--- config.mk ---
export PLATFORM = sky130hd
export DESIGN_NAME = sobm_queue
export DESIGN_NICKNAME = d
export VERILOG_FILES = /design/src/rtl/core/sobm_pkg.sv /design/src/rtl/core/sobm_queue.sv
export SDC_FILE = /design/constraint.sdc
export NUM_CORES = 1
export LEC_CHECK = 0
export BUFFER_PORTS_ARGS = -buffer_cell sky130_fd_sc_hd__buf_2
export CORE_ASPECT_RATIO = 0.7
export CORE_UTILIZATION = 33
export DETAILED_ROUTE_END_ITERATION = 16
export GPL_ROUTABILITY_DRIVEN = 0
export PLACE_DENSITY = 0.59
export SLEW_MARGIN = 10
export SYNTH_ARGS = -nofsm -noshare
export SYNTH_HDL_FRONTEND = slang
export SYNTH_SLANG_ARGS = --single-unit
--- constraint.sdc ---
create_clock -name clk -period 4.2 [get_ports clk]
set_input_delay 1.26 -clock clk [delete_from_list [all_inputs] [get_ports clk]]
set_output_delay 1.26 -clock clk [all_outputs]
set_load 0.01 [all_outputs]
--- src/rtl/core/sobm_pkg.sv ---
package sobm_pkg;

  // Default frame limits for the line stores and row*width products.
  localparam int DEF_MAX_WIDTH  = 2048;
  localparam int DEF_MAX_HEIGHT = 4096;

  // Field and register widths.
  localparam int PIX_W        = 8;
  localparam int ROW_W        = 16;
  localparam int IMG_WIDTH_W  = 12;
  localparam int IMG_HEIGHT_W = 13;

  // Register reset values.
  localparam logic [IMG_WIDTH_W-1:0]  WIDTH_RESET  = 12'd640;
  localparam logic [IMG_HEIGHT_W-1:0] HEIGHT_RESET = 13'd480;

  // Register indexes on the configuration port.
  localparam logic REG_IMAGE_WIDTH  = 1'b0;
  localparam logic REG_IMAGE_HEIGHT = 1'b1;

  // Input transaction.
  typedef struct packed {
    logic [PIX_W-1:0] pixel_value;
    logic             flush;
  } pixel_in_t;

  // Output transaction.
  typedef struct packed {
    logic [PIX_W-1:0] edge_magnitude;
    logic             row_end;
    logic             frame_end;
  } edge_out_t;

  // 3x3 window, indexed [row][column]; row 0 is the top, column 0 the left.
  typedef logic [2:0][2:0][PIX_W-1:0] window_t;

  // One classified center, masked taps plus its position flags.
  typedef struct packed {
    window_t taps;
    logic    row_end;
    logic    frame_end;
  } center_t;

endpackage

--- src/rtl/core/sobm_queue.sv ---
module sobm_queue
  import sobm_pkg::*;
(
  input  logic    clk,
  input  logic    rst,
  input  logic    push,
  input  center_t push_data,
  output logic    full,
  input  logic    pop,
  output logic    q_valid,
  output center_t pop_data
);

  localparam int DEPTH = 4;
  localparam int AW    = $clog2(DEPTH);

  center_t        slots [DEPTH];
  logic [AW-1:0]  wr_ptr, rd_ptr;
  logic [AW:0]    count;

  assign full     = count == (AW + 1)'(DEPTH);
  assign q_valid  = count != '0;
  assign pop_data = slots[rd_ptr];

  // Pointers and fill level.
  always_ff @(posedge clk) begin
    if (rst) begin
      wr_ptr <= '0;
      rd_ptr <= '0;
      count  <= '0;
    end else begin
      if (push) begin
        wr_ptr <= wr_ptr + AW'(1);
      end
      if (pop) begin
        rd_ptr <= rd_ptr + AW'(1);
      end
      if (push && !pop) begin
        count <= count + (AW + 1)'(1);
      end else if (!push && pop) begin
        count <= count - (AW + 1)'(1);
      end
    end
  end

  // Entry storage.
  always_ff @(posedge clk) begin
    if (push) begin
      slots[wr_ptr] <= push_data;
    end
  end

endmodule

==> results.json <==
{
  "status": "complete, no violations",
  "drtPass1Iterations": 4,
  "initial_core_util": 0.3399,
  "hpwl_mm": 12.64,
  "h-tree-depth": 1,
  "drive_gt1_frac": 0.4506,
  "drt_iter0_markers": 330,
  "ys_types": 20,
  "power_density_mw_per_mm2": 508.5,
  "clk_path_buf_depth": 3,
  "grt_first_pass_wirelength_mm": 32.29,
  "slew_viol_final": 0,
  "die_w_um": 221.3,
  "layout.cells.most_common_list": "edfxtp_1 (296), buf_2 (153), mux4_2 (74), clkbuf_16 (31)",
  "post_cts_buffers": 0,
  "area_delta_synth_final_pct": 20.69,
  "maxCapViolCount": 0,
  "grt_use_total": 0.1248,
  "worstPathArrival_ns": 2.47,
  "placementRows": 55,
  "crit_fanout": 24,
  "antenna_cells": 0,
  "port_buffers": 153,
  "power_switching_uw": 1445,
  "coreArea_mm2": 0.03269,
  "routed_wl_mm": 21.17,
  "vias_per_cell": 4.715,
  "worstPathRequired_ns": 2.94,
  "root_buffer": "clkbuf_16",
  "rsz0062_at_grt": "no",
  "die_h_um": 155.5,
  "slew_headroom": 0.5759,
  "switching_share": 0.2119,
  "grt_pass1_vias": 5562,
  "io_pins": 154,
  "syn-cell-area_mm2": 0.01111,
  "nNetsFinal": 691,
  "vias": 4974,
  "final.setup_skew_ns": 0.01118,
  "clkSinkCount": 305,
  "p_comb_frac": 0.091,
  "finalSetupTns_ns": 0,
  "worstMarginPinSlew_ns": 0.6362,
  "syn_area_per_cell_um2": 25.84,
  "hold_path_class": "reg -> reg",
  "drc": 0,
  "worstSetupPathType": "reg -> out",
  "ant_nets": 0,
  "regArea_mm2": 0.009076,
  "final_common_cell": "edfxtp_1",
  "multiInputGateArea_mm2": 0.001908,
  "placed_cell_area_mm2": 0.01243,
  "clkTransAtPathRegs_ns": 0.06,
  "fin_crit_sh": 0.8890,
  "die_area_mm2": 0.03442,
  "internal-power_uw": 5373,
  "pwr-share-clk": 0.387,
  "grt_max_degree": 50,
  "fmax_ghz": 0.2678,
  "seqPwrFrac": 0.522,
  "post_cts_resized": 0,
  "peakVddDrop_v": 0.0002999,
  "setup.worst_path.start_class": "flip-flop",
  "end_kind": "output pin",
  "synthCells": 430,
  "p_leak_uw": 0.004468,
  "grt_overflow": 0,
  "cts_inserted_buffers": 30,
  "hold_buffers": 0,
  "cts_tree": "built",
  "seq_area_frac_synth": 0.8162,
  "synth_seq_cells": 305,
  "ys_warn_count": 0,
  "wl_per_cell_um": 20.06,
  "syn_nets": 514,
  "period_needed_ns": 3.734,
  "antenna_found_initial": 4,
  "filler_cell_count": 2832,
  "stdcell_area_mm2": 0.01341,
  "total_power_uw": 6818,
  "setup_violations": 0,
  "clk_latency_ns": 0.55,
  "hold_viol": 0
}
==> Yosys cell counts <==
cell      instances  share of area
edfxtp_1        296           0.80
mux4_2           74           0.15
dfxtp_1           9          0.016
buf_2             7         0.0032
buf_6             7         0.0071
nor2_1            7         0.0024
ha_1              5         0.0056
and2_1            4         0.0023
inv_1             4         0.0014
xor2_1            3         0.0024
clkbuf_1          2        0.00068
mux2i_1           2         0.0018
or3_1             2         0.0011
xnor2_1           2         0.0016
a21oi_1           1        0.00045
buf_4             1        0.00068
fa_1              1         0.0018
nand2_1           1        0.00034
nor3b_1           1        0.00068
o21ai_0           1        0.00045
==> sequential cells by signal, summed over array words and instances (netlist names), named ones only <==
register	count
rd_ptr	2
wr_ptr	2
slots	296
count	3
==> path summary, 6_finish.rpt <==
| path | startpoint | slack [ns] | cells past startpoint | endpoint |
|---|---|---|---|---|
| worst max register to register | wr_ptr[0]$_SDFFE_PP0P_ | 2.44 | 3 | slots[3][10]$_DFFE_PP_ |
| worst min-delay path | count[2]$_SDFFE_PP0P_ | 0.52 | 2 | count[2]$_SDFFE_PP0P_ |
| worst min register to register | count[2]$_SDFFE_PP0P_ | 0.52 | 2 | count[2]$_SDFFE_PP0P_ |
| worst max-delay path | flip-flop | 0.47 | 3 | pop_data[15] |
==> logic make-up after synthesis <==
family,after synthesis,synth area share
flip-flops,305,0.8162
multiplexers,76,0.1518
buffers and inverters,21,0.01295
AND/OR/NAND/NOR,15,0.006757
adder cells (fa/ha/maj),6,0.007433
XOR/XNOR,5,0.003942
AO/OA/AOI/OAI,2,0.0009000
==> per-stage QoR <==
stage	hold WS, ns	std cells	utilization	setup WS (ns)
after floorplan	0.4614	430	-	0.7706
after global placement	0.4762	1002	0.3802	0.9762
after detailed placement	0.5005	1002	0.3802	0.9365
after CTS	0.5103	1055	0.4102	0.3237
after global routing	0.5565	1055	0.4102	0.2458
final	0.5171	1055	0.4102	0.4661
==> layer usage <==
| metal | vias to the layer above | GRT usage | part of all wire |
|---|---|---|---|
| met5 | - | 0 | 0.0012 |
| met3 | 41 | 0.04174 | 0.076 |
| met1 | 2571 | 0.1598 | 0.42 |
| li1 | 2191 | - | - |
| met4 | 4 | 0.02997 | 0.023 |
| met2 | 167 | 0.2055 | 0.48 |
==> final cells by class <==
cell class	count	share of cell area
inverters	4	0.001120
well taps	427	0.03984
clock inverters	16	0.01353
flip-flops and latches	305	0.6769
repair buffers	162	0.06681
clock buffers	37	0.05953
multi-input cells	104	0.1423
==> power by group through the flow <==
stage	logic (uW)	clock network, uW	registers [uW]
final	621	2640	3560
after CTS	640	2730	3560
after global routing	676	2830	3570
after detailed placement	637	0	3630
after floorplan	392	0	3590
after global placement	621	0	3620
==> worst max-delay path, stage by stage, from the launching register on <==
cell and delay [ns]:
dfxtp_4 0.68, buf_4 0.46, mux4_2 0.60, buf_2 0.16
Note: power is estimated with default switching activity, not from simulation.
