[src/rtl/core/sobm_pkg.sv]
package sobm_pkg;

  // Default frame limits for the line stores and row*width products.
  localparam int DEF_MAX_WIDTH  = 2048;
  localparam int DEF_MAX_HEIGHT = 4096;

  // Field and register widths.
  localparam int PIX_W        = 8;
  localparam int ROW_W        = 16;
  localparam int IMG_WIDTH_W  = 12;
  localparam int IMG_HEIGHT_W = 13;

  // Register reset values.
  localparam logic [IMG_WIDTH_W-1:0]  WIDTH_RESET  = 12'd640;
  localparam logic [IMG_HEIGHT_W-1:0] HEIGHT_RESET = 13'd480;

  // Register indexes on the configuration port.
  localparam logic REG_IMAGE_WIDTH  = 1'b0;
  localparam logic REG_IMAGE_HEIGHT = 1'b1;

  // Input transaction.
  typedef struct packed {
    logic [PIX_W-1:0] pixel_value;
    logic             flush;
  } pixel_in_t;

  // Output transaction.
  typedef struct packed {
    logic [PIX_W-1:0] edge_magnitude;
    logic             row_end;
    logic             frame_end;
  } edge_out_t;

  // 3x3 window, indexed [row][column]; row 0 is the top, column 0 the left.
  typedef logic [2:0][2:0][PIX_W-1:0] window_t;

  // One classified center, masked taps plus its position flags.
  typedef struct packed {
    window_t taps;
    logic    row_end;
    logic    frame_end;
  } center_t;

endpackage

[src/rtl/core/sobm_back.sv]
module sobm_back
  import sobm_pkg::*;
(
  input  logic      clk,
  input  logic      rst,
  input  logic      q_valid,
  input  center_t   q_data,
  output logic      q_pop,
  output logic      result_valid,
  input  logic      result_stall,
  output edge_out_t result
);

  localparam int NS = 8;
  localparam logic [PIX_W-1:0] MAG_MAX = 8'd255;

  logic adv;

  // Gradient stage.
  logic              g_vld, g_re, g_fe;
  logic signed [10:0] gx, gy;
  logic [9:0]         col_l, col_r, row_t, row_b;
  logic [10:0]        gx_next, gy_next;

  // Square stage.
  logic               q2_vld, q2_re, q2_fe;
  logic signed [21:0] sqx_full, sqy_full;
  logic [19:0]        sqx, sqy;

  // Sum stage.
  logic        s_vld, s_re, s_fe, s_sat;
  logic [20:0] s_full;
  logic [15:0] s_val;

  // Root stages, one result bit each.
  logic [NS-1:0]    st_vld, st_sat, st_re, st_fe;
  logic [15:0]      st_s    [NS];
  logic [8:0]       st_rem  [NS];
  logic [PIX_W-1:0] st_root [NS];
  logic [15:0]      in_s    [NS];
  logic [8:0]       in_rem  [NS];
  logic [PIX_W-1:0] in_root [NS];
  logic [8:0]       nx_rem  [NS];
  logic [PIX_W-1:0] nx_root [NS];
  logic [10:0]      trial_rem, trial;

  // The whole pipeline moves unless a finished result is held.
  assign adv   = !st_vld[NS-1] || !result_stall;
  assign q_pop = q_valid && adv;

  // Column and row sums with weights 1, 2, 1.
  always_comb begin
    col_l   = 10'(q_data.taps[0][0]) + {1'b0, q_data.taps[1][0], 1'b0}
              + 10'(q_data.taps[2][0]);
    col_r   = 10'(q_data.taps[0][2]) + {1'b0, q_data.taps[1][2], 1'b0}
              + 10'(q_data.taps[2][2]);
    row_t   = 10'(q_data.taps[0][0]) + {1'b0, q_data.taps[0][1], 1'b0}
              + 10'(q_data.taps[0][2]);
    row_b   = 10'(q_data.taps[2][0]) + {1'b0, q_data.taps[2][1], 1'b0}
              + 10'(q_data.taps[2][2]);
    gx_next = {1'b0, col_l} - {1'b0, col_r};
    gy_next = {1'b0, row_t} - {1'b0, row_b};
  end

  assign sqx_full = gx * gx;
  assign sqy_full = gy * gy;
  assign s_full   = 21'(sqx) + 21'(sqy);

  // Stage inputs of the root chain.
  always_comb begin
    in_s[0]    = s_val;
    in_rem[0]  = '0;
    in_root[0] = '0;
    for (int k = 1; k < NS; k++) begin
      in_s[k]    = st_s[k-1];
      in_rem[k]  = st_rem[k-1];
      in_root[k] = st_root[k-1];
    end
  end

  // One restoring square-root step per stage, top bit pair first.
  always_comb begin
    trial_rem = '0;
    trial     = '0;
    for (int k = 0; k < NS; k++) begin
      trial_rem = {in_rem[k], in_s[k][2*(NS-1-k) +: 2]};
      trial     = {1'b0, in_root[k], 2'b01};
      if (trial_rem >= trial) begin
        nx_rem[k]  = 9'(trial_rem - trial);
        nx_root[k] = {in_root[k][PIX_W-2:0], 1'b1};
      end else begin
        nx_rem[k]  = trial_rem[8:0];
        nx_root[k] = {in_root[k][PIX_W-2:0], 1'b0};
      end
    end
  end

  // Valid bits of every stage.
  always_ff @(posedge clk) begin
    if (rst) begin
      g_vld  <= 1'b0;
      q2_vld <= 1'b0;
      s_vld  <= 1'b0;
      st_vld <= '0;
    end else if (adv) begin
      g_vld  <= q_valid;
      q2_vld <= g_vld;
      s_vld  <= q2_vld;
      st_vld <= {st_vld[NS-2:0], s_vld};
    end
  end

  // Stage payloads.
  always_ff @(posedge clk) begin
    if (adv) begin
      gx     <= gx_next;
      gy     <= gy_next;
      g_re   <= q_data.row_end;
      g_fe   <= q_data.frame_end;
      sqx    <= sqx_full[19:0];
      sqy    <= sqy_full[19:0];
      q2_re  <= g_re;
      q2_fe  <= g_fe;
      s_val  <= s_full[15:0];
      s_sat  <= |s_full[20:16];
      s_re   <= q2_re;
      s_fe   <= q2_fe;
      st_sat <= {st_sat[NS-2:0], s_sat};
      st_re  <= {st_re[NS-2:0], s_re};
      st_fe  <= {st_fe[NS-2:0], s_fe};
      for (int k = 0; k < NS; k++) begin
        st_s[k]    <= in_s[k];
        st_rem[k]  <= nx_rem[k];
        st_root[k] <= nx_root[k];
      end
    end
  end

  // Any sum of 2^16 or more saturates.
  assign result_valid          = st_vld[NS-1];
  assign result.edge_magnitude = st_sat[NS-1] ? MAG_MAX : st_root[NS-1];
  assign result.row_end        = st_re[NS-1];
  assign result.frame_end      = st_fe[NS-1];

endmodule

[config.mk]
export PLATFORM = sky130hd
export DESIGN_NAME = sobm_back
export DESIGN_NICKNAME = d
export VERILOG_FILES = /design/src/rtl/core/sobm_pkg.sv /design/src/rtl/core/sobm_back.sv
export SDC_FILE = /design/constraint.sdc
export NUM_CORES = 1
export LEC_CHECK = 0
export BUFFER_PORTS_ARGS = -buffer_cell sky130_fd_sc_hd__buf_2
export CAP_MARGIN = 0
export CORE_MARGIN = 3
export CORE_UTILIZATION = 47
export CTS_CLUSTER_DIAMETER = 60
export DETAILED_ROUTE_END_ITERATION = 8
export GPL_TIMING_DRIVEN = 0
export PLACE_DENSITY_LB_ADDON = 0.15
export SLEW_MARGIN = 20
export SYNTH_ARGS = -nofsm -noshare
export SYNTH_HDL_FRONTEND = slang
export SYNTH_SLANG_ARGS = --single-unit
export TNS_END_PERCENT = 20
[constraint.sdc]
create_clock -name clk -period 8.6 [get_ports clk]
set_input_delay 0.43 -clock clk [delete_from_list [all_inputs] [get_ports clk]]
set_output_delay 0.43 -clock clk [all_outputs]
set_load 0.05 [all_outputs]
==> run_results.csv <==
group,metric,value,unit
layout,multi_input_area,11400,µm²
clock_network,cts.htree.levels,1,
setup_path,cp_endpoint,"sqy[18]",
layout,area_growth_syn_to_layout,11.0,%
die,die_area,47100,µm²
global_routing,antenna_violations_before_repair,2,
timing,timing.max_slew.rel_slack,0.552,
synthesis,syn_inst,1798,
clock_network,clkLatencyLatePin,0.57,ns
setup_path,worstSetupPathType,"reg -> reg",
placement,place_congestion,0.914,
setup_path,timing.rr.start,"gy[4]",
layout,regArea,7910,µm²
clock_network,path_clk_slew,0.06,ns
detailed_routing,drc,0,
timing,hold_viol,0,
setup_path,setup.worst_path.end_class,"flip-flop",
run,cap_violations,0,
synthesis,dominantRegCellSynth,"sky130_fd_sc_hd__edfxtp_1",
die,num_io_pins,90,
setup_path,cp-startpoint,"gy[4]",
clock_network,tritoncts,"built",
synthesis,synth.yosys.warnings,0,
layout,fin_nets,2416,
synthesis,ys_seq_area_frac,0.378,
detailed_routing,route.final.wire_length,37.7,mm
detailed_routing,route.antenna.remaining_nets,0,
layout,nFillCells,3878,
detailed_routing,drt-vias-per-instance,4.97,
layout,layout-drive-gt1-share,0.0890,
timing,timing.clock.skew,0.0145,ns
clock_network,clock-root-buffer,"sky130_fd_sc_hd__clkbuf_16",
layout,final_cells,2528,
synthesis,postSynthAreaPerCell,11.6,µm²
synthesis,count_of_state_elements_after_synthesis,267,
synthesis,dominant_combinational_cell_family_by_area_after_synthesis,"adder cells",
status,result_of_the_run,"complete, no violations",
synthesis,synth_compound_area_frac,0.0630,
synthesis,synth.area.mux_share,0.0118,
detailed_routing,routed_wire_length_per_instance,14.9,µm
die,die-width,217,µm
clock_network,cts_inserted_buffers,30,
timing,final.min_clock_period,5.91,ns
timing,whs,0.120,ns
die,core.rowCount,76,
timing,finalCritPeriodShare,0.688,
synthesis,ys_types,62,
timing,finalMaxSlewViolations,0,
synthesis,synth.cell_area,20900,µm²
layout,most_frequent_cells_in_the_layout,"sky130_fd_sc_hd__inv_1 (397), sky130_fd_sc_hd__edfxtp_1 (256), sky130_fd_sc_hd__fa_1 (250)",
synthesis,post_synthesis_cell_type_with_the_largest_combined_area,"sky130_fd_sc_hd__edfxtp_1",
global_routing,grt_start_max_net_pins,60,
placement,dp_slack,2.68,ns
clock_network,cts_post_setup_buffers_inserted,0,
global_routing,sum_of_overflow_across_all_layers_after_global_routing,0,
timing,final_critical_path_setup_slack,2.69,ns
synthesis,synthXorXnorAreaFrac,0.0461,
clock_network,post_cts_hold_buffer_count,3,
setup_path,arrival,6.19,ns
synthesis,synth_top_area_share,0.368,
die,dieHeight,217,µm
placement,numPortBuffers,81,
clock_network,number_of_cells_upsized_or_downsized_after_cts,0,
layout,num_antenna_cells,0,
setup_path,cp-start-kind,"flip-flop",
synthesis,share_of_async_settable_or_async_resettable_flops_after_synthesis,0,
setup_path,worst_reg_to_reg_setup_slack,2.69,ns
global_routing,grt_pass1_wl,64.8,mm
synthesis,synth-adder-area-share,0.340,
timing,fmaxAchievable,0.169,GHz
die,core_area,43600,µm²
detailed_routing,first_iter_violations,476,
die,start_util,0.480,
worst_hold_path,hold_path_class,"in -> reg",
synthesis,synth.net_count,2295,
synthesis,synthTopCellsByArea,"sky130_fd_sc_hd__edfxtp_1 (37%), sky130_fd_sc_hd__fa_1 (24%), sky130_fd_sc_hd__ha_1 (10%)",
clock_network,cts_sink_count,267,
timing,worst_pin_slew,0.672,ns
placement,dp.cells,2469,
detailed_routing,1st_pass_router_iterations,7,
detailed_routing,vias,12600,
synthesis,synth-edff-count,256,
global_routing,first_global_vias,13700,
setup_path,worst-path-max-fanout,10,
setup_path,worst_flop_to_flop_path_endpoint,"sqy[18]",
placement,dp_hpwl,30.2,mm
timing,grt_setup_unrepaired,"no",
setup_path,worst_ep_required_time,8.88,ns
timing,setup_viol,0,
global_routing,grt.total_usage,0.169,
synthesis,post_synth_and_or_nand_nor_area_fraction,0.0832,
layout,leading_cell_type_in_the_layout_fill_and_taps_excluded,"sky130_fd_sc_hd__inv_1",
setup_path,worstRegToRegCells,19,
clock_network,clockBufferDepth,3,
## stage by stage
stage | util | TNS [ns] | cell area [µm²]
after CTS | 0.533 | 0 | 23200
after floorplan | - | 0 | 20900
after detailed placement | 0.509 | 0 | 22200
final | 0.533 | 0 | 23200
after global placement | 0.506 | -728.87 | 22000
after global routing | 0.533 | 0 | 23200
## area by class of cell
| class | count | share of cell area |
|---|---|---|
| Inverter | 397 | 0.0642 |
| Tap cell | 585 | 0.0315 |
| Clock inverter | 15 | 0.00868 |
| Sequential cell | 267 | 0.341 |
| Multi-Input combinational cell | 1104 | 0.491 |
| Buffer | 30 | 0.00539 |
| Clock buffer | 41 | 0.0350 |
| Timing Repair Buffer | 89 | 0.0237 |
## critical path, cell delays in order (launching register included)
cell	delay, ns
sky130_fd_sc_hd__edfxtp_1	0.32
sky130_fd_sc_hd__clkbuf_1	0.52
sky130_fd_sc_hd__inv_1	0.28
sky130_fd_sc_hd__nor2_1	0.23
sky130_fd_sc_hd__inv_1	0.08
sky130_fd_sc_hd__fa_1	0.50
sky130_fd_sc_hd__fa_1	0.44
sky130_fd_sc_hd__fa_1	0.55
sky130_fd_sc_hd__inv_1	0.06
sky130_fd_sc_hd__fa_1	0.53
sky130_fd_sc_hd__inv_1	0.05
sky130_fd_sc_hd__fa_1	0.57
sky130_fd_sc_hd__inv_1	0.06
sky130_fd_sc_hd__ha_1	0.37
sky130_fd_sc_hd__o21a_1	0.16
sky130_fd_sc_hd__o2111ai_1	0.10
sky130_fd_sc_hd__a21o_1	0.19
sky130_fd_sc_hd__a31oi_1	0.25
sky130_fd_sc_hd__mux2i_1	0.23
sky130_fd_sc_hd__o2111ai_1	0.16
## how the worst min path moves through the flow
stage | from | to | slack (ns) | cells past startpoint
2_1_floorplan | g_fe | q2_fe | 0.40 | 0
3_3_place_gp | st_s[0][0] | st_s[1][0] | 0.40 | 0
3_5_place_dp | st_s[0][5] | st_s[1][5] | 0.40 | 0
4_1_cts | q_valid | g_vld | 0.08 | 3
5_1_grt | q_valid | g_vld | 0.11 | 3
6_report | q_valid | g_vld | 0.12 | 3
## cell families after synthesis
group,count (synthesis)
flip-flops,267
other,1
adder cells (fa/ha/maj),419
AND/OR/NAND/NOR,341
AO/OA/AOI/OAI,210
buffers and inverters,427
XOR/XNOR,110
multiplexers,23
## cell usage after synthesis, types with 27 or more instances
library cell and instances:
sky130_fd_sc_hd__nand2_1 98, sky130_fd_sc_hd__ha_1 169, sky130_fd_sc_hd__nor2b_1 28, sky130_fd_sc_hd__nor2_1 64, sky130_fd_sc_hd__inv_1 397, sky130_fd_sc_hd__and2_1 59, sky130_fd_sc_hd__xnor2_1 88, sky130_fd_sc_hd__a21oi_1 74
sky130_fd_sc_hd__o21ai_0 39, sky130_fd_sc_hd__clkbuf_1 27, sky130_fd_sc_hd__fa_1 250, sky130_fd_sc_hd__edfxtp_1 256
## registers in the layout, indices dropped and copies added, names as in the netlist, 8 cells and up
signal / flops
st_rem: 57
st_s: 56
st_root: 36
sqx: 19
sqy: 19
s_val: 16
gx: 11
gy: 11
st_fe: 8
st_re: 8
st_sat: 8
st_vld: 8
## metal layers
layer,part of all wire,vias to the layer above,GRT usage
met3,0.036,75,0.0274
met1,0.39,6236,0.194
met2,0.54,192,0.323
met5,0.00056,-,0
li1,-,6068,-
met4,0.030,4,0.0498
Power is left out: the tool's default activity adds up to more than one toggle a clock period on the data nets, which glitch-free logic cannot reach.
